File: src/hw/rtl/spdpi_pkg.sv
// Package for the speed PI drive controller: payload structs, event kind codes,
// register indexes, controller state type and fixed field widths.
// No dependencies.
`timescale 1ns / 1ps
`default_nettype none

package spdpi_pkg;

  // Drive field width; the result struct follows it, so it is fixed here.
  localparam int DRIVE_BITS = 12;
  localparam int NUM_BITS   = 16;
  localparam int INT_BITS   = 23;
  localparam int ERR_BITS   = 15;
  localparam int PROD_BITS  = 25;

  localparam logic [2:0] KIND_CAPTURE = 3'd0;
  localparam logic [2:0] KIND_TIMEOUT = 3'd1;
  localparam logic [2:0] KIND_UP      = 3'd2;
  localparam logic [2:0] KIND_DOWN    = 3'd3;
  localparam logic [2:0] KIND_TICK    = 3'd4;

  localparam logic [2:0] REG_PROP_GAIN  = 3'd0;
  localparam logic [2:0] REG_INT_GAIN   = 3'd1;
  localparam logic [2:0] REG_NUMERATOR  = 3'd2;
  localparam logic [2:0] REG_SPEED_MIN  = 3'd3;
  localparam logic [2:0] REG_SPEED_MAX  = 3'd4;
  localparam logic [2:0] REG_IDLE_DRIVE = 3'd5;

  typedef struct packed {
    logic [2:0]  kind;
    logic [15:0] capture_value;
    logic        button_low;
  } spdpi_in_t;

  typedef struct packed {
    logic [DRIVE_BITS-1:0] drive;
    logic [15:0]           speed;
    logic                  speed_valid;
    logic signed [15:0]    target_speed;
  } spdpi_out_t;

  typedef enum logic [2:0] {
    ST_IDLE,
    ST_DIV,
    ST_CHECK,
    ST_IMUL,
    ST_IACC,
    ST_PMUL,
    ST_PDRIVE,
    ST_DONE
  } spdpi_state_t;

endpackage

`default_nettype wire

File: src/hw/rtl/speed_pi_drive_controller.sv
// Speed PI drive controller top level: event intake, setpoint, integral and
// drive sequencing. Depends on spdpi_pkg and spdpi_div.
//
// Usage:
//   The item channel (item_valid/item_stall/item) carries capture, timeout,
//   button and control tick events. Capture, timeout and button events produce
//   no result. A control tick produces one result on the result channel
//   (result_valid/result_stall/result). A tick inside the speed window with a
//   non-negative error passes through the divide state, one window check, two
//   passes through the shared multiplier, each with an add and saturate, and
//   a load of the output register. The next event can transfer in the cycle
//   after that load. Other ticks skip the multiplier, or the divider too when
//   no period is stored. item_stall is high while a tick is in flight.
//   The result sits in an output register; while the receiver stalls it holds,
//   and events still transfer while no tick is in flight. A new tick result waits for
//   the register to empty.
//   Configuration writes on cfg_valid/cfg_index/cfg_data are always taken
//   (cfg_ready is high); indexes beyond the register list are ignored.
//   Reset (rst, synchronous) loads the register defaults, clears the period,
//   setpoint and integral, and empties the output register.
`timescale 1ns / 1ps
`default_nettype none

module speed_pi_drive_controller #(
  parameter int CAPTURE_BITS = 16
) (
  input  wire logic                  clk,
  input  wire logic                  rst,
  input  wire logic                  item_valid,
  output logic                       item_stall,
  input  wire spdpi_pkg::spdpi_in_t  item,
  output logic                       result_valid,
  input  wire logic                  result_stall,
  output spdpi_pkg::spdpi_out_t      result,
  input  wire logic                  cfg_valid,
  output logic                       cfg_ready,
  input  wire logic [2:0]            cfg_index,
  input  wire logic [15:0]           cfg_data
);

  localparam int DB = spdpi_pkg::DRIVE_BITS;
  localparam int IB = spdpi_pkg::INT_BITS;
  localparam int EB = spdpi_pkg::ERR_BITS;
  localparam int PB = spdpi_pkg::PROD_BITS;

  logic [7:0]    prop_gain;
  logic [9:0]    int_gain_q10;
  logic [15:0]   speed_numerator;
  logic [15:0]   speed_min;
  logic [15:0]   speed_max;
  logic [DB-1:0] idle_drive;

  logic [CAPTURE_BITS-1:0] period_count;
  logic signed [15:0]      setpoint;
  logic [IB-1:0]           integral_q10;

  spdpi_pkg::spdpi_state_t state, state_next;

  logic          accept;
  logic          div_start;
  logic          div_done;
  logic [15:0]   quotient;
  logic [15:0]   speed_r;
  logic          valid_r;
  logic [DB-1:0] drive_r;
  logic [EB-1:0] err_mag;
  logic [PB-1:0] prod;
  logic [9:0]    mul_a;
  logic signed [17:0] err;
  logic          in_window;
  logic          out_free;
  logic [PB:0]   int_sum;
  logic [PB:0]   drive_sum;

  assign cfg_ready = 1'b1;
  assign accept    = item_valid && !item_stall;
  assign out_free  = !result_valid || !result_stall;
  assign err       = $signed({{2{setpoint[15]}}, setpoint}) - $signed({2'b00, speed_r});
  assign in_window = (speed_r >= speed_min) && (speed_r <= speed_max);
  assign int_sum   = (PB + 1)'(integral_q10) + (PB + 1)'(prod);
  assign drive_sum = (PB + 1)'(prod) + (PB + 1)'(integral_q10[IB-1:10]);

  spdpi_div #(
    .DIV_BITS (CAPTURE_BITS)
  ) u_div (
    .clk      (clk),
    .rst      (rst),
    .start    (div_start),
    .dividend (speed_numerator),
    .divisor  (period_count),
    .quotient (quotient),
    .done     (div_done)
  );

  // Next state.
  always_comb begin
    state_next = state;
    unique case (state)
      spdpi_pkg::ST_IDLE: begin
        if (accept && item.kind == spdpi_pkg::KIND_TICK) begin
          state_next = (period_count != '0) ? spdpi_pkg::ST_DIV : spdpi_pkg::ST_DONE;
        end
      end
      spdpi_pkg::ST_DIV: begin
        if (div_done) state_next = spdpi_pkg::ST_CHECK;
      end
      spdpi_pkg::ST_CHECK: begin
        state_next = (in_window && !err[17]) ? spdpi_pkg::ST_IMUL : spdpi_pkg::ST_DONE;
      end
      spdpi_pkg::ST_IMUL:   state_next = spdpi_pkg::ST_IACC;
      spdpi_pkg::ST_IACC:   state_next = spdpi_pkg::ST_PMUL;
      spdpi_pkg::ST_PMUL:   state_next = spdpi_pkg::ST_PDRIVE;
      spdpi_pkg::ST_PDRIVE: state_next = spdpi_pkg::ST_DONE;
      spdpi_pkg::ST_DONE: begin
        if (out_free) state_next = spdpi_pkg::ST_IDLE;
      end
      default: state_next = spdpi_pkg::ST_IDLE;
    endcase
  end

  // Sequencer outputs.
  always_comb begin
    item_stall = (state != spdpi_pkg::ST_IDLE);
    div_start  = accept && (item.kind == spdpi_pkg::KIND_TICK) && (period_count != '0);
    mul_a      = (state == spdpi_pkg::ST_IMUL) ? int_gain_q10 : {2'b00, prop_gain};
  end

  always_ff @(posedge clk) begin
    if (rst) begin
      state <= spdpi_pkg::ST_IDLE;
    end else begin
      state <= state_next;
    end
  end

  // Configuration registers.
  always_ff @(posedge clk) begin
    if (rst) begin
      prop_gain       <= 8'd70;
      int_gain_q10    <= 10'd102;
      speed_numerator <= 16'd1696;
      speed_min       <= 16'd30;
      speed_max       <= 16'd150;
      idle_drive      <= DB'(1024);
    end else if (cfg_valid && cfg_ready) begin
      unique case (cfg_index)
        spdpi_pkg::REG_PROP_GAIN:  prop_gain       <= cfg_data[7:0];
        spdpi_pkg::REG_INT_GAIN:   int_gain_q10    <= cfg_data[9:0];
        spdpi_pkg::REG_NUMERATOR:  speed_numerator <= cfg_data;
        spdpi_pkg::REG_SPEED_MIN:  speed_min       <= cfg_data;
        spdpi_pkg::REG_SPEED_MAX:  speed_max       <= cfg_data;
        spdpi_pkg::REG_IDLE_DRIVE: idle_drive      <= cfg_data[DB-1:0];
        default: ;
      endcase
    end
  end

  // Event state: period, setpoint and integral.
  always_ff @(posedge clk) begin
    if (rst) begin
      period_count <= '0;
      setpoint     <= '0;
      integral_q10 <= '0;
    end else begin
      if (accept) begin
        case (item.kind)
          spdpi_pkg::KIND_CAPTURE: period_count <= CAPTURE_BITS'(item.capture_value);
          spdpi_pkg::KIND_TIMEOUT: period_count <= '0;
          spdpi_pkg::KIND_UP: begin
            if (item.button_low && setpoint != 16'sh7FFF) setpoint <= setpoint + 16'sd1;
          end
          spdpi_pkg::KIND_DOWN: begin
            if (item.button_low && setpoint != 16'sh8000) setpoint <= setpoint - 16'sd1;
          end
          default: ;
        endcase
      end
      if (state == spdpi_pkg::ST_IACC) begin
        integral_q10 <= (int_sum[PB:IB] != '0) ? {IB{1'b1}} : int_sum[IB-1:0];
      end
    end
  end

  // Datapath working registers; the multiplier is shared by both gain terms.
  always_ff @(posedge clk) begin
    if (accept && item.kind == spdpi_pkg::KIND_TICK) begin
      speed_r <= '0;
      valid_r <= (period_count != '0);
      drive_r <= idle_drive;
    end
    if (state == spdpi_pkg::ST_DIV && div_done) begin
      speed_r <= quotient;
    end
    if (state == spdpi_pkg::ST_CHECK) begin
      err_mag <= err[EB-1:0];
      if (in_window && err[17]) drive_r <= '0;
    end
    if (state == spdpi_pkg::ST_IMUL || state == spdpi_pkg::ST_PMUL) begin
      prod <= PB'(mul_a) * PB'(err_mag);
    end
    if (state == spdpi_pkg::ST_PDRIVE) begin
      drive_r <= (drive_sum[PB:DB] != '0) ? {DB{1'b1}} : drive_sum[DB-1:0];
    end
  end

  // Output register.
  always_ff @(posedge clk) begin
    if (rst) begin
      result_valid <= 1'b0;
    end else if (state == spdpi_pkg::ST_DONE && out_free) begin
      result_valid <= 1'b1;
    end else if (!result_stall) begin
      result_valid <= 1'b0;
    end
  end

  always_ff @(posedge clk) begin
    if (state == spdpi_pkg::ST_DONE && out_free) begin
      result.drive        <= drive_r;
      result.speed        <= speed_r;
      result.speed_valid  <= valid_r;
      result.target_speed <= setpoint;
    end
  end

  // The divider only finishes while the sequencer waits on it.
  a_div_done_in_div: assert property (@(posedge clk) disable iff (rst)
    div_done |-> state == spdpi_pkg::ST_DIV)
    else $error("divider finished outside the divide state");

  // A division is never run against an empty period.
  a_div_nonzero: assert property (@(posedge clk) disable iff (rst)
    state == spdpi_pkg::ST_DIV |-> period_count != '0)
    else $error("divide started with zero period");

  // The integral only grows.
  a_integral_grows: assert property (@(posedge clk) disable iff (rst)
    !$past(rst) |-> integral_q10 >= $past(integral_q10))
    else $error("integral decreased");

  // An invalid speed is reported as zero.
  a_invalid_speed_zero: assert property (@(posedge clk) disable iff (rst)
    result_valid && !result.speed_valid |-> result.speed == 16'd0)
    else $error("invalid speed with nonzero value");

endmodule

`default_nettype wire

File: src/hw/rtl/spdpi_div.sv
// Restoring serial divider: one quotient bit per cycle for a 16-bit dividend.
// Depends on spdpi_pkg for the dividend width.
`timescale 1ns / 1ps
`default_nettype none

module spdpi_div #(
  parameter int DIV_BITS = 16
) (
  input  wire logic                              clk,
  input  wire logic                              rst,
  input  wire logic                              start,
  input  wire logic [spdpi_pkg::NUM_BITS-1:0]    dividend,
  input  wire logic [DIV_BITS-1:0]               divisor,
  output logic      [spdpi_pkg::NUM_BITS-1:0]    quotient,
  output logic                                   done
);

  localparam int NB       = spdpi_pkg::NUM_BITS;
  localparam int REM_BITS = ((DIV_BITS > NB) ? DIV_BITS : NB) + 1;
  localparam int CNT_BITS = $clog2(NB + 1);

  logic                busy;
  logic [CNT_BITS-1:0] cnt;
  logic [REM_BITS-1:0] rem;
  logic [REM_BITS-1:0] shifted;
  logic [REM_BITS-1:0] div_ext;
  logic                fits;

  // The remainder stays below the divisor, so below 2^DIV_BITS, and the top bit is free.
  assign shifted = {rem[REM_BITS-2:0], quotient[NB-1]};
  assign div_ext = REM_BITS'(divisor);
  assign fits    = (shifted >= div_ext);

  always_ff @(posedge clk) begin
    if (rst) begin
      busy <= 1'b0;
      cnt  <= '0;
      done <= 1'b0;
    end else begin
      done <= 1'b0;
      if (start) begin
        busy <= 1'b1;
        cnt  <= CNT_BITS'(NB);
      end else if (busy) begin
        cnt <= cnt - 1'b1;
        if (cnt == CNT_BITS'(1)) begin
          busy <= 1'b0;
          done <= 1'b1;
        end
      end
    end
  end

  always_ff @(posedge clk) begin
    if (start) begin
      quotient <= dividend;
      rem      <= '0;
    end else if (busy) begin
      rem      <= fits ? (shifted - div_ext) : shifted;
      quotient <= {quotient[NB-2:0], fits};
    end
  end

endmodule

`default_nettype wire
File: config.mk
export PLATFORM = sky130hd
export DESIGN_NAME = speed_pi_drive_controller
export DESIGN_NICKNAME = d
export VERILOG_FILES = /design/src/hw/rtl/spdpi_pkg.sv /design/src/hw/rtl/speed_pi_drive_controller.sv /design/src/hw/rtl/spdpi_div.sv
export SDC_FILE = /design/constraint.sdc
export NUM_CORES = 1
export LEC_CHECK = 0
export ABC_CLOCK_PERIOD_IN_PS = 7100
export BUFFER_PORTS_ARGS = -buffer_cell sky130_fd_sc_hd__buf_2
export CAP_MARGIN = 20
export CORE_AREA = 4 4 157 220
export CTS_BUF_LIST = sky130_fd_sc_hd__clkbuf_8 sky130_fd_sc_hd__clkbuf_16
export DETAILED_ROUTE_END_ITERATION = 10
export DIE_AREA = 0 0 161 224
export PLACE_DENSITY = 0.8
export SLEW_MARGIN = 0
export SYNTH_ARGS = -nofsm -noshare
export SYNTH_HDL_FRONTEND = slang
export SYNTH_SLANG_ARGS = --single-unit
File: constraint.sdc
create_clock -name clk -period 7.1 [get_ports clk]
set_input_delay 1.42 -clock clk [delete_from_list [all_inputs] [get_ports clk]]
set_output_delay 1.42 -clock clk [all_outputs]
set_load 0.02 [all_outputs]
==> flow_metrics.env, run 1 <==
export IMPL_ctsHtreeMaxLevel=1
export IMPL_crit_path_frequent_cell="fa_1"
export IMPL_wl_per_cell_um=18.72
export IMPL_grtUsageTotal_pct=28.33
export IMPL_rsz0062_at_grt="false"
export IMPL_n_antenna_cell=0
export IMPL_post_cts_buffers=0
export IMPL_port_buffers=90
export IMPL_drive_gt1_share_pct=7.895
export IMPL_insertion_delay_ns=0.58
export IMPL_cts_tree="done"
export IMPL_synth_area_leader_cell="edfxtp_1"
export IMPL_cts_buffers=29
export IMPL_relSlewSlack_pct=26.48
export IMPL_fin_setup_tns_ns=0
export IMPL_synthToLayoutAreaGrowth_pct=8.663
export IMPL_die_area_mm2=0.03606
export IMPL_antenna_found_initial=1
export IMPL_drv_slew=0
export IMPL_overflow=0
export IMPL_viasPerCell=5.950
export IMPL_p_leak_uw=0.009595
export IMPL_cts_root_buf="clkbuf_16"
export IMPL_timing_fmax_ghz=0.1529
export IMPL_worst_setup_path_type="register to register"
export IMPL_grt_pass1_vias=16930
export IMPL_post_layout_total_power_uw=7336
export IMPL_holdWs_ns=0.4368
export IMPL_gp_congestion=0.9277
export IMPL_cts_sinks=290
export IMPL_ys_warn_count=0
export IMPL_ys_ff_latch=290
export IMPL_yosysUniqueCellTypes=76
export IMPL_core_area_mm2=0.03240
export IMPL_mappedNetlistArea_mm2=0.02024
export IMPL_boundaryPins=92
export IMPL_clock_path_buffers=3
export IMPL_yosys_area_top_type_share_pct=17.51
export IMPL_clk_pin_slew_ns=0.07
export IMPL_multi_input_area_mm2=0.01210
export IMPL_wl_um=51620
export IMPL_crit_required_ns=7.42
export IMPL_cts_resized_gates=0
export IMPL_power_density_mw_per_mm2=333.6
export IMPL_start_util_pct=62.45
export IMPL_antenna_left=0
export IMPL_clock_skew_ns=0.01261
export IMPL_final_seq_area_mm2=0.006987
export IMPL_synth_edf_count=118
export IMPL_syn_inst=2252
export IMPL_cpMaxStageDelayCell="fa_1"
export IMPL_cts_hold_buf=0
export IMPL_layout_min_cycle_time_ns=6.541
export IMPL_final_net_count=2621
export IMPL_hpwlAfterDp_um=38760
export IMPL_ir_drop_mv=0.2552
export IMPL_die_y_um=224
export IMPL_synth_main_ff_cell="dfxtp_1"
export IMPL_drtPass1Iterations=5
export IMPL_max_stage_delay_ns=0.57
export IMPL_crit_path_end_kind="register"
export IMPL_die_w_um=161
export IMPL_fin_crit_sh_pct=92.12
export IMPL_grt_pass1_wl_um=83660
export IMPL_outcome="finished, final reports clean"
export IMPL_fp_row_count=78
export IMPL_max_cap_viol_count=0
export IMPL_cp_arrival_ns=6.86
export IMPL_hold_viol_final=0
export IMPL_ys_top_cells_by_area="edfxtp_1 (18%), dfxtp_1 (17%), ha_1 (11%), fa_1 (11%), nand2_1 (6.9%)"
export IMPL_vias=16410
export IMPL_worstMarginPinSlew_ns=1.103
export IMPL_async_reset_ff_share_pct=0
export IMPL_drc_errors=0
export IMPL_crit_fanout=15
export IMPL_hold_path_class="register to register"
export IMPL_dr_first_iter_drc_count=1123
export IMPL_crit_path_start_kind="register"
export IMPL_syn_avg_cell_area_um2=8.986
export IMPL_syn_num_nets=2578
export IMPL_yosysSeqAreaShare_pct=34.53
export IMPL_fillCellCount=2616
export IMPL_path_cells="nor2b_1, nand2_1, mux2_2, and2_1, fa_1, fa_1, fa_1, fa_1, inv_1, fa_1, inv_1, ha_1, and3_1, o21ai_0, o21ai_0, nor2_1, o22ai_1, o22ai_1, o21ai_0, o41ai_1, xnor2_1"
export IMPL_setup_viol=0
export IMPL_grt_max_degree=84
-- metal layers --
metal	GRT usage (%)	part of all wire [%]
met1	31.18	37
met2	51.88	51
met3	4.049	5.7
met4	16.38	6.6
met5	0	0.023
-- per-stage QoR --
| stage | std cells | util [%] | area (um^2) | setup WS [ns] |
|---|---|---|---|---|
| 3_5_place_dp | 2701 | 64.76 | 20980 | 0.6533 |
| 6_report | 2758 | 67.86 | 21990 | 0.5592 |
| 2_1_floorplan | 2252 | - | 20240 | 0.8591 |
| 4_1_cts | 2755 | 67.73 | 21950 | 0.6503 |
| 3_3_place_gp | 2701 | 64.76 | 20980 | 0.7541 |
| 5_1_grt | 2758 | 67.86 | 21990 | 0.1878 |
-- cell usage after synthesis (4+ instances only) --
| master | n |
|---|---|
| nand3b_1 | 38 |
| and3_1 | 14 |
| nor4_1 | 12 |
| nand2_1 | 372 |
| a21o_1 | 29 |
| inv_1 | 213 |
| o21bai_1 | 8 |
| edfxtp_1 | 118 |
| nand2b_1 | 12 |
| mux2_2 | 9 |
| nand3_1 | 35 |
| mux2i_1 | 29 |
| or2_2 | 7 |
| a211oi_1 | 32 |
| nand4b_1 | 5 |
| a311oi_1 | 5 |
| nor2_1 | 131 |
| buf_1 | 16 |
| fa_1 | 107 |
| o21a_1 | 22 |
| buf_4 | 4 |
| o211ai_1 | 11 |
| xnor2_1 | 51 |
| ha_1 | 175 |
| or3_1 | 15 |
| nor3b_1 | 5 |
| dfxtp_1 | 172 |
| o2111ai_1 | 5 |
| o22ai_1 | 5 |
| clkbuf_1 | 72 |
| nor4b_1 | 4 |
| o21ai_0 | 64 |
| a31oi_1 | 6 |
| xor2_1 | 33 |
| and2_1 | 89 |
| a211o_1 | 13 |
| nor3_1 | 44 |
| a21oi_1 | 169 |
| nor2b_1 | 26 |
| nand4_1 | 14 |
| o31ai_1 | 6 |
| a2111oi_0 | 7 |
-- worst paths after layout --
path	depth (start not counted)	to	from	slack, ns
setup reg to reg	21	prod[23]$_DFFE_PP_	state[1]$_SDFFE_PP0P_	0.56
hold / removal	0	result[43]$_DFFE_PP_	drive_r[10]$_DFF_P_	0.44
hold reg to reg	0	result[43]$_DFFE_PP_	drive_r[10]$_DFF_P_	0.44
setup / recovery	21	prod[23]$_DFFE_PP_	state[1]$_SDFFE_PP0P_	0.56
-- kinds of logic (layout without fill, tap and decap cells) --
group           after synthesis  in the layout  share of synthesized area (%)
simple gates                834            834                          19.68
compound gates              416            416                          12.98
buf+inv                     307            373                          5.812
flops                       290            290                          34.53
fa+ha+maj                   282            282                          21.41
xor+xnor                     84             84                          3.636
mux                          38             38                          1.935
other cells                   1              1                        0.01853
-- registers in the layout (all words and copies together), names as in the netlist, 3 cells and up --
| register | flops |
|---|---|
| result | 45 |
| speed_numerator | 16 |
| int_gain_q10 | 10 |
| state | 3 |
| u_div.rem | 16 |
| speed_min | 16 |
| period_count | 16 |
| prod | 25 |
| integral_q10 | 23 |
| err_mag | 15 |
| u_div.cnt | 5 |
| speed_r | 16 |
| setpoint | 16 |
| prop_gain | 8 |
| u_div.quotient | 16 |
| speed_max | 16 |
| drive_r | 12 |
| idle_drive | 12 |
-- layout by cell type, fill, tap and decap left out, types with 6 or more instances in the layout --
| master | count |
|---|---|
| a2111oi_0 | 7 |
| a211o_1 | 13 |
| a211oi_1 | 32 |
| a21o_1 | 29 |
| a21oi_1 | 168 |
| a31oi_1 | 6 |
| and2_1 | 89 |
| and3_1 | 14 |
| buf_2 | 89 |
| buf_4 | 16 |
| clkbuf_16 | 29 |
| clkinv_2 | 6 |
| dfxtp_1 | 172 |
| edfxtp_1 | 118 |
| fa_1 | 107 |
| ha_1 | 175 |
| inv_1 | 216 |
| mux2_2 | 9 |
| mux2i_1 | 29 |
| nand2_1 | 372 |
| nand2b_1 | 12 |
| nand3_1 | 35 |
| nand3b_1 | 38 |
| nand4_1 | 14 |
| nor2_1 | 131 |
| nor2b_1 | 26 |
| nor3_1 | 44 |
| nor4_1 | 12 |
| o211ai_1 | 11 |
| o21a_1 | 22 |
| o21ai_0 | 64 |
| o21bai_1 | 8 |
| o31ai_1 | 6 |
| or2_2 | 7 |
| or3_1 | 15 |
| xnor2_1 | 51 |
| xor2_1 | 33 |
-- critical path: cells and delay by family, from the launching register on --
family          cells  cell delay, ns
simple gates        5            0.93
compound gates      6            1.27
fa+ha+maj           6            3.01
flops               1            0.31
mux                 1            0.52
buf+inv             2            0.09
xor+xnor            1            0.14
-- final cells by class --
class                   count  share of cell area, %
multi-input cells        1655                  55.01
flip-flops and latches    290                  31.77
inverters                 213                  3.636
clock buffers              31                  3.426
repair buffers            106                  2.697
well taps                 440                  2.504
clock inverters            23                 0.9560
-- where the power goes --
| group | internal (uW) | total (uW) | switching (uW) |
|---|---|---|---|
| Sequential | 2040 | 2260 | 220 |
| Combinational | 1510 | 3510 | 2000 |
| Clock | 881 | 1570 | 689 |
No activity file was read; power rests on OpenSTA's default activity.
==> run 2: changes to the inputs <==
--- a/config.mk
+++ b/config.mk
@@ -12,6 +12,7 @@
 export CTS_BUF_LIST = sky130_fd_sc_hd__clkbuf_8 sky130_fd_sc_hd__clkbuf_16
 export DETAILED_ROUTE_END_ITERATION = 10
 export DIE_AREA = 0 0 161 224
+export GPL_TIMING_DRIVEN = 0
 export PLACE_DENSITY = 0.8
 export SLEW_MARGIN = 0
 export SYNTH_ARGS = -nofsm -noshare
==> run 2 against run 1 <==
  * Final area grew 2.2%
  * Maximum frequency shrank 3.6%
  * Routed wire length grew 6.5%
  * Clock skew grew 0.0048 ns
  * Critical endpoint is now prod[22]$_DFFE_PP_
  * Highest routed layer is now met4
==> flow_metrics.env, run 2 (same netlist as run 1, synthesis figures left out) <==
export IMPL_port_buffers=89
export IMPL_post_layout_total_power_uw=7680
export IMPL_cts_buffers=29
export IMPL_grtUsageTotal_pct=30.10
export IMPL_p_switching_uw=2975
export IMPL_core_area_mm2=0.03240
export IMPL_ctsHtreeMaxLevel=1
export IMPL_largest_reg_flops=45
export IMPL_die_y_um=224
export IMPL_p_clk_share_pct=24.1
export IMPL_postLayoutCellArea_mm2=0.02246
export IMPL_drc_errors=0
export IMPL_clock_path_buffers=3
export IMPL_crit_path_end_kind="register"
export IMPL_drtPass1Iterations=7
export IMPL_layout_min_cycle_time_ns=6.783
export IMPL_final_cell_mix="nand2_1 (371), inv_1 (213), ha_1 (175)"
export IMPL_cts_sinks=290
export IMPL_hold_viol_final=0
export IMPL_vias=16670
export IMPL_insertion_delay_ns=0.58
export IMPL_worst_setup_path_type="register to register"
export IMPL_wl_um=55000
export IMPL_grt_max_degree=26
export IMPL_clk_pin_slew_ns=0.07
export IMPL_fin_crit_sh_pct=95.54
export IMPL_rsz0062_at_grt="false"
export IMPL_ir_drop_mv=0.3706
export IMPL_die_w_um=161
export IMPL_crit_required_ns=7.46
export IMPL_start_util_pct=62.45
export IMPL_cts_hold_buf=0
export IMPL_cts_tree="done"
export IMPL_top_regs="result: 45 flops, prod: 25 flops, integral_q10: 23 flops"
export IMPL_worstMarginPinSlew_ns=1.028
export IMPL_max_cap_viol_count=0
export IMPL_n_antenna_cell=0
export IMPL_setup_viol=0
export IMPL_placed_area_mm2=0.02127
export IMPL_drv_slew=0
export IMPL_final_common_cell="nand2_1"
export IMPL_dr_first_iter_drc_count=1005
export IMPL_seqPwrFrac_pct=29.0
export IMPL_power_density_mw_per_mm2=341.9
export IMPL_p_int_uw=4704
export IMPL_post_cts_buffers=0
export IMPL_crit_fanout=10
export IMPL_timing_fmax_ghz=0.1474
export IMPL_gp_congestion=0.9581
export IMPL_pwr_share_comb_pct=46.9
export IMPL_reg2reg_from="state[0]$_SDFFE_PP0P_"
export IMPL_die_area_mm2=0.03606
export IMPL_synthToLayoutAreaGrowth_pct=11.01
export IMPL_overflow=0
export IMPL_drive_gt1_share_pct=7.853
export IMPL_hpwlAfterDp_um=42440
export IMPL_viasPerCell=5.880
export IMPL_relSlewSlack_pct=31.34
export IMPL_fp_row_count=78
export IMPL_wl_per_cell_um=19.41
export IMPL_antenna_left=0
export IMPL_post_route_util_pct=69.33
export IMPL_cts_resized_gates=4
export IMPL_cts_root_buf="clkbuf_16"
export IMPL_grt_pass1_wl_um=87030
export IMPL_grt_pass1_vias=17010
export IMPL_outcome="finished, final reports clean"
export IMPL_hold_path_class="register to register"
export IMPL_holdWs_ns=0.4542
export IMPL_final_net_count=2697
export IMPL_min_delay_start="prop_gain[4]$_SDFFE_PP0P_"
export IMPL_p_leak_uw=0.009755
export IMPL_switching_share_pct=38.74
export IMPL_boundaryPins=92
export IMPL_antenna_found_initial=0
export IMPL_clock_skew_ns=0.01742
export IMPL_crit_start="state[0]$_SDFFE_PP0P_"
export IMPL_crit_path_start_kind="register"
export IMPL_fin_setup_tns_ns=0
export IMPL_regMostFlops="result"
export IMPL_cp_arrival_ns=7.14
[run 2: changes by cell type in the layout (fill, tap and decap cells not counted), moves of 7 or more]
cell,change
clkbuf_1,+61
clkbuf_2,+7
buf_1,+16
buf_4,-11
bufinv_16,+7
[run 2: stage by stage]
step                cells  worst slack [ns]
floorplan            2252            0.8591
global placement     2781           -0.1779
detailed placement   2782           -0.2637
CTS                  2833           0.04017
global route         2834           0.05692
finish               2834            0.3167
[run 2: routing by layer]
metal,global-route usage (%),vias up,part of all wire [%]
li1,-,7931,-
met1,33.66,7974,37
met2,55.74,557,52
met3,3.810,203,5.2
met4,15.69,0,6.0
met5,0,-,0
[run 2: final cells by class]
class | instances | area, um^2
Fill cell | 2568 | 9937
Multi-Input combinational cell | 1655 | 12100
Sequential cell | 290 | 6987
Clock inverter | 24 | 407.9
Buffer | 90 | 370.4
Inverter | 213 | 799.5
Clock buffer | 30 | 739.5
Timing Repair Buffer | 92 | 508.0
Tap cell | 440 | 550.5
[run 2: path summary, 6_finish.rpt]
| path | slack (ns) | to | cells after the start |
|---|---|---|---|
| max | 0.32 | prod[22]$_DFFE_PP_ | 21 |
| min | 0.45 | prop_gain[4]$_SDFFE_PP0P_ | 2 |
| max reg2reg | 0.32 | prod[22]$_DFFE_PP_ | 21 |
| min reg2reg | 0.45 | prop_gain[4]$_SDFFE_PP0P_ | 2 |
[run 2: power by group through the flow]
stage	combinational (uW)	clock [uW]	sequential, uW
floorplan	2770	0	2170
global placement	3450	0	2240
detailed placement	3570	0	2250
CTS	3590	1870	2220
global route	4050	1940	2240
finish	3600	1850	2220
[run 2: worst max-delay path, cell delays in order, from the launching register on]
cell	delay, ns
dfxtp_1	0.57
clkbuf_2	0.32
and3_1	0.39
clkbuf_2	0.31
and2_1	0.20
fa_1	0.46
fa_1	0.52
fa_1	0.52
fa_1	0.57
inv_1	0.06
fa_1	0.53
inv_1	0.04
ha_1	0.35
nand2_1	0.07
o21ai_0	0.27
a221o_1	0.19
o21a_1	0.15
nand3_1	0.10
a31oi_1	0.30
and2_1	0.20
o21ai_0	0.10
a221oi_1	0.33
==> run 3: changes to the inputs <==
--- a/config.mk
+++ b/config.mk
@@ -8,12 +8,11 @@
 export ABC_CLOCK_PERIOD_IN_PS = 7100
 export BUFFER_PORTS_ARGS = -buffer_cell sky130_fd_sc_hd__buf_2
 export CAP_MARGIN = 20
-export CORE_AREA = 4 4 157 220
+export CORE_AREA = 4 4 225 315
 export CTS_BUF_LIST = sky130_fd_sc_hd__clkbuf_8 sky130_fd_sc_hd__clkbuf_16
 export DETAILED_ROUTE_END_ITERATION = 10
-export DIE_AREA = 0 0 161 224
+export DIE_AREA = 0 0 229 319
 export GPL_TIMING_DRIVEN = 0
-export PLACE_DENSITY = 0.8
 export SLEW_MARGIN = 0
 export SYNTH_ARGS = -nofsm -noshare
 export SYNTH_HDL_FRONTEND = slang
==> run 3 against run 2 <==
  * Sequential power about the same
  * Sequential share of layout area down 0.69 points
  * Combinational power down 2%
  * Register-to-register slack better by 0.02 ns
  * Routed wire length up 5.3%
  * Die area up 100%
  * Worst hold slack worse by 0.028 ns
  * Final cell count up 15%
  * First-iteration DRC count down 32%
  * Critical path depth up 1
  * Clock-buffer cell count up 4
  * Critical endpoint is now prod[23]$_DFFE_PP_
  * Largest cell class unchanged
  * Largest power group unchanged
  * Highest routed layer is now met5
==> flow_metrics.env, run 3 (same netlist as run 1, synthesis figures left out) <==
export IMPL_outcome="finished, final reports clean"
export IMPL_post_route_util_pct=33.85
export IMPL_drc_errors=0
export IMPL_clock_skew_ns=0.01417
export IMPL_dp_cells=3207
export IMPL_hpwlAfterDp_um=45530
export IMPL_regMostFlops="result"
export IMPL_cts_tree="done"
export IMPL_fin_crit_sh_pct=95.24
export IMPL_critPathBufInv=5
export IMPL_final_cell_mix="nand2_1 (371), inv_1 (221), ha_1 (175)"
export IMPL_dpl_worst_slack_ns=-0.4397
export IMPL_path_delay_family="adder cells"
export IMPL_die_y_um=319
export IMPL_synthToLayoutAreaGrowth_pct=13.53
export IMPL_path_cells="clkbuf_2, and3_1, clkbuf_2, nand2_1, fa_1, fa_1, inv_1, fa_1, fa_1, inv_1, fa_1, inv_1, ha_1, a21o_1, a21oi_1, o21ai_0, nor2_1, o22ai_1, o22ai_1, o21ai_0, o41ai_1, xnor2_1"
export IMPL_die_w_um=229
export IMPL_worstMarginPinSlew_ns=1.014
export IMPL_setup_viol=0
export IMPL_cts_sinks=290
export IMPL_overflow=0
export IMPL_hold_viol_final=0
export IMPL_start_util_pct=29.82
export IMPL_grt_max_degree=26
export IMPL_port_buffers=89
export IMPL_core_area_mm2=0.06787
export IMPL_p_leak_uw=0.009776
export IMPL_insertion_delay_ns=0.59
export IMPL_relSlewSlack_pct=32.41
export IMPL_dr_first_iter_drc_count=686
export IMPL_gp_congestion=0.9089
export IMPL_power_density_mw_per_mm2=326.8
export IMPL_timing_fmax_ghz=0.1479
export IMPL_wl_um=57900
export IMPL_fp_row_count=113
export IMPL_final_cells=3261
export IMPL_cts_buffers=31
export IMPL_worst_setup_path_type="register to register"
export IMPL_max_stage_delay_ns=0.58
export IMPL_post_layout_total_power_uw=7508
export IMPL_drv_slew=0
export IMPL_drtPass1Iterations=5
export IMPL_crit_fanout=10
export IMPL_ctsHtreeMaxLevel=1
export IMPL_final_common_cell="nand2_1"
export IMPL_max_cap_viol_count=0
export IMPL_antenna_found_initial=4
export IMPL_viasPerCell=4.964
export IMPL_vias=16190
export IMPL_grt_pass1_vias=16580
export IMPL_ir_drop_mv=0.2849
export IMPL_clk_pin_slew_ns=0.07
export IMPL_largest_reg_flops=45
export IMPL_placed_area_mm2=0.02184
export IMPL_crit_path_frequent_cell="fa_1"
export IMPL_final_net_count=2699
export IMPL_post_cts_buffers=0
export IMPL_postLayoutCellArea_mm2=0.02297
export IMPL_cp_arrival_ns=7.09
export IMPL_top_regs="result: 45 flops, prod: 25 flops, integral_q10: 23 flops"
export IMPL_crit_path_start_kind="register"
export IMPL_crit_required_ns=7.43
export IMPL_boundaryPins=92
export IMPL_wl_per_cell_um=17.76
export IMPL_die_area_mm2=0.07305
export IMPL_layout_min_cycle_time_ns=6.762
export IMPL_cts_root_buf="clkbuf_16"
export IMPL_cpMaxStageDelayCell="dfxtp_1"
export IMPL_antenna_left=0
export IMPL_crit_path_end_kind="register"
export IMPL_grt_pass1_wl_um=90930
export IMPL_drive_gt1_share_pct=7.673
export IMPL_grtUsageTotal_pct=15.58
export IMPL_hold_path_class="register to register"
export IMPL_clock_path_buffers=3
export IMPL_setup_ws_ns=0.3383
export IMPL_rsz0062_at_grt="false"
[run 3: cell types whose count changed in the layout (fill, tap and decap cells not counted), sizes merged]
cell	previous run	this run
inv	218	226
bufinv	10	5
clkinv	6	3
buf	114	116
clkbuf	98	100
diode	0	1
[run 3: repair_timing]
action | 4_1_cts | 5_1_grt
endpoints found under the setup margin | 6 | 5
resized for setup | 4 | 10
hold buffers | 0 | 0
pin swaps | 0 | 0
[run 3: final timing paths]
path | depth (start not counted) | to | from | slack [ns]
worst max-delay path | 22 | prod[23]$_DFFE_PP_ | state[0]$_SDFFE_PP0P_ | 0.34
worst min-delay path | 0 | result[16]$_DFFE_PP_ | valid_r$_DFFE_PP_ | 0.43
worst max register to register | 22 | prod[23]$_DFFE_PP_ | state[0]$_SDFFE_PP0P_ | 0.34
worst min register to register | 0 | result[16]$_DFFE_PP_ | valid_r$_DFFE_PP_ | 0.43
[run 3: layout make-up]
| type | count | area (um^2) |
|---|---|---|
| Fill cell | 7086 | 44890 |
| Multi-Input combinational cell | 1655 | 12110 |
| Sequential cell | 290 | 6987 |
| Tap cell | 862 | 1079 |
| Clock buffer | 34 | 828.3 |
| Inverter | 213 | 799.5 |
| Timing Repair Buffer | 94 | 543.0 |
| Buffer | 88 | 360.3 |
| Clock inverter | 24 | 269.0 |
| Antenna cell | 1 | 2.502 |
[run 3: power breakdown]
group	internal (uW)	switching, uW	total [uW]
Clock	1030	714	1740
Sequential	2040	198	2240
Combinational	1510	2020	3530
[run 3: layer usage]
| metal | routed length [um] | track usage, % | vias up |
|---|---|---|---|
| met3 | 2011 | 1.723 | 128 |
| met1 | 23140 | 17.84 | 7813 |
| met4 | 2693 | 6.915 | 2 |
| met2 | 30040 | 29.03 | 324 |
| met5 | 13 | 0 | - |
| li1 | - | - | 7919 |
[run 3: stage by stage]
stage	hold slack (ns)	setup TNS, ns
3_5_place_dp	0.4150	-1.239
4_1_cts	0.4303	0
5_1_grt	0.4333	0
3_3_place_gp	0.4036	-1.161
2_1_floorplan	0.4003	0
6_report	0.4262	0
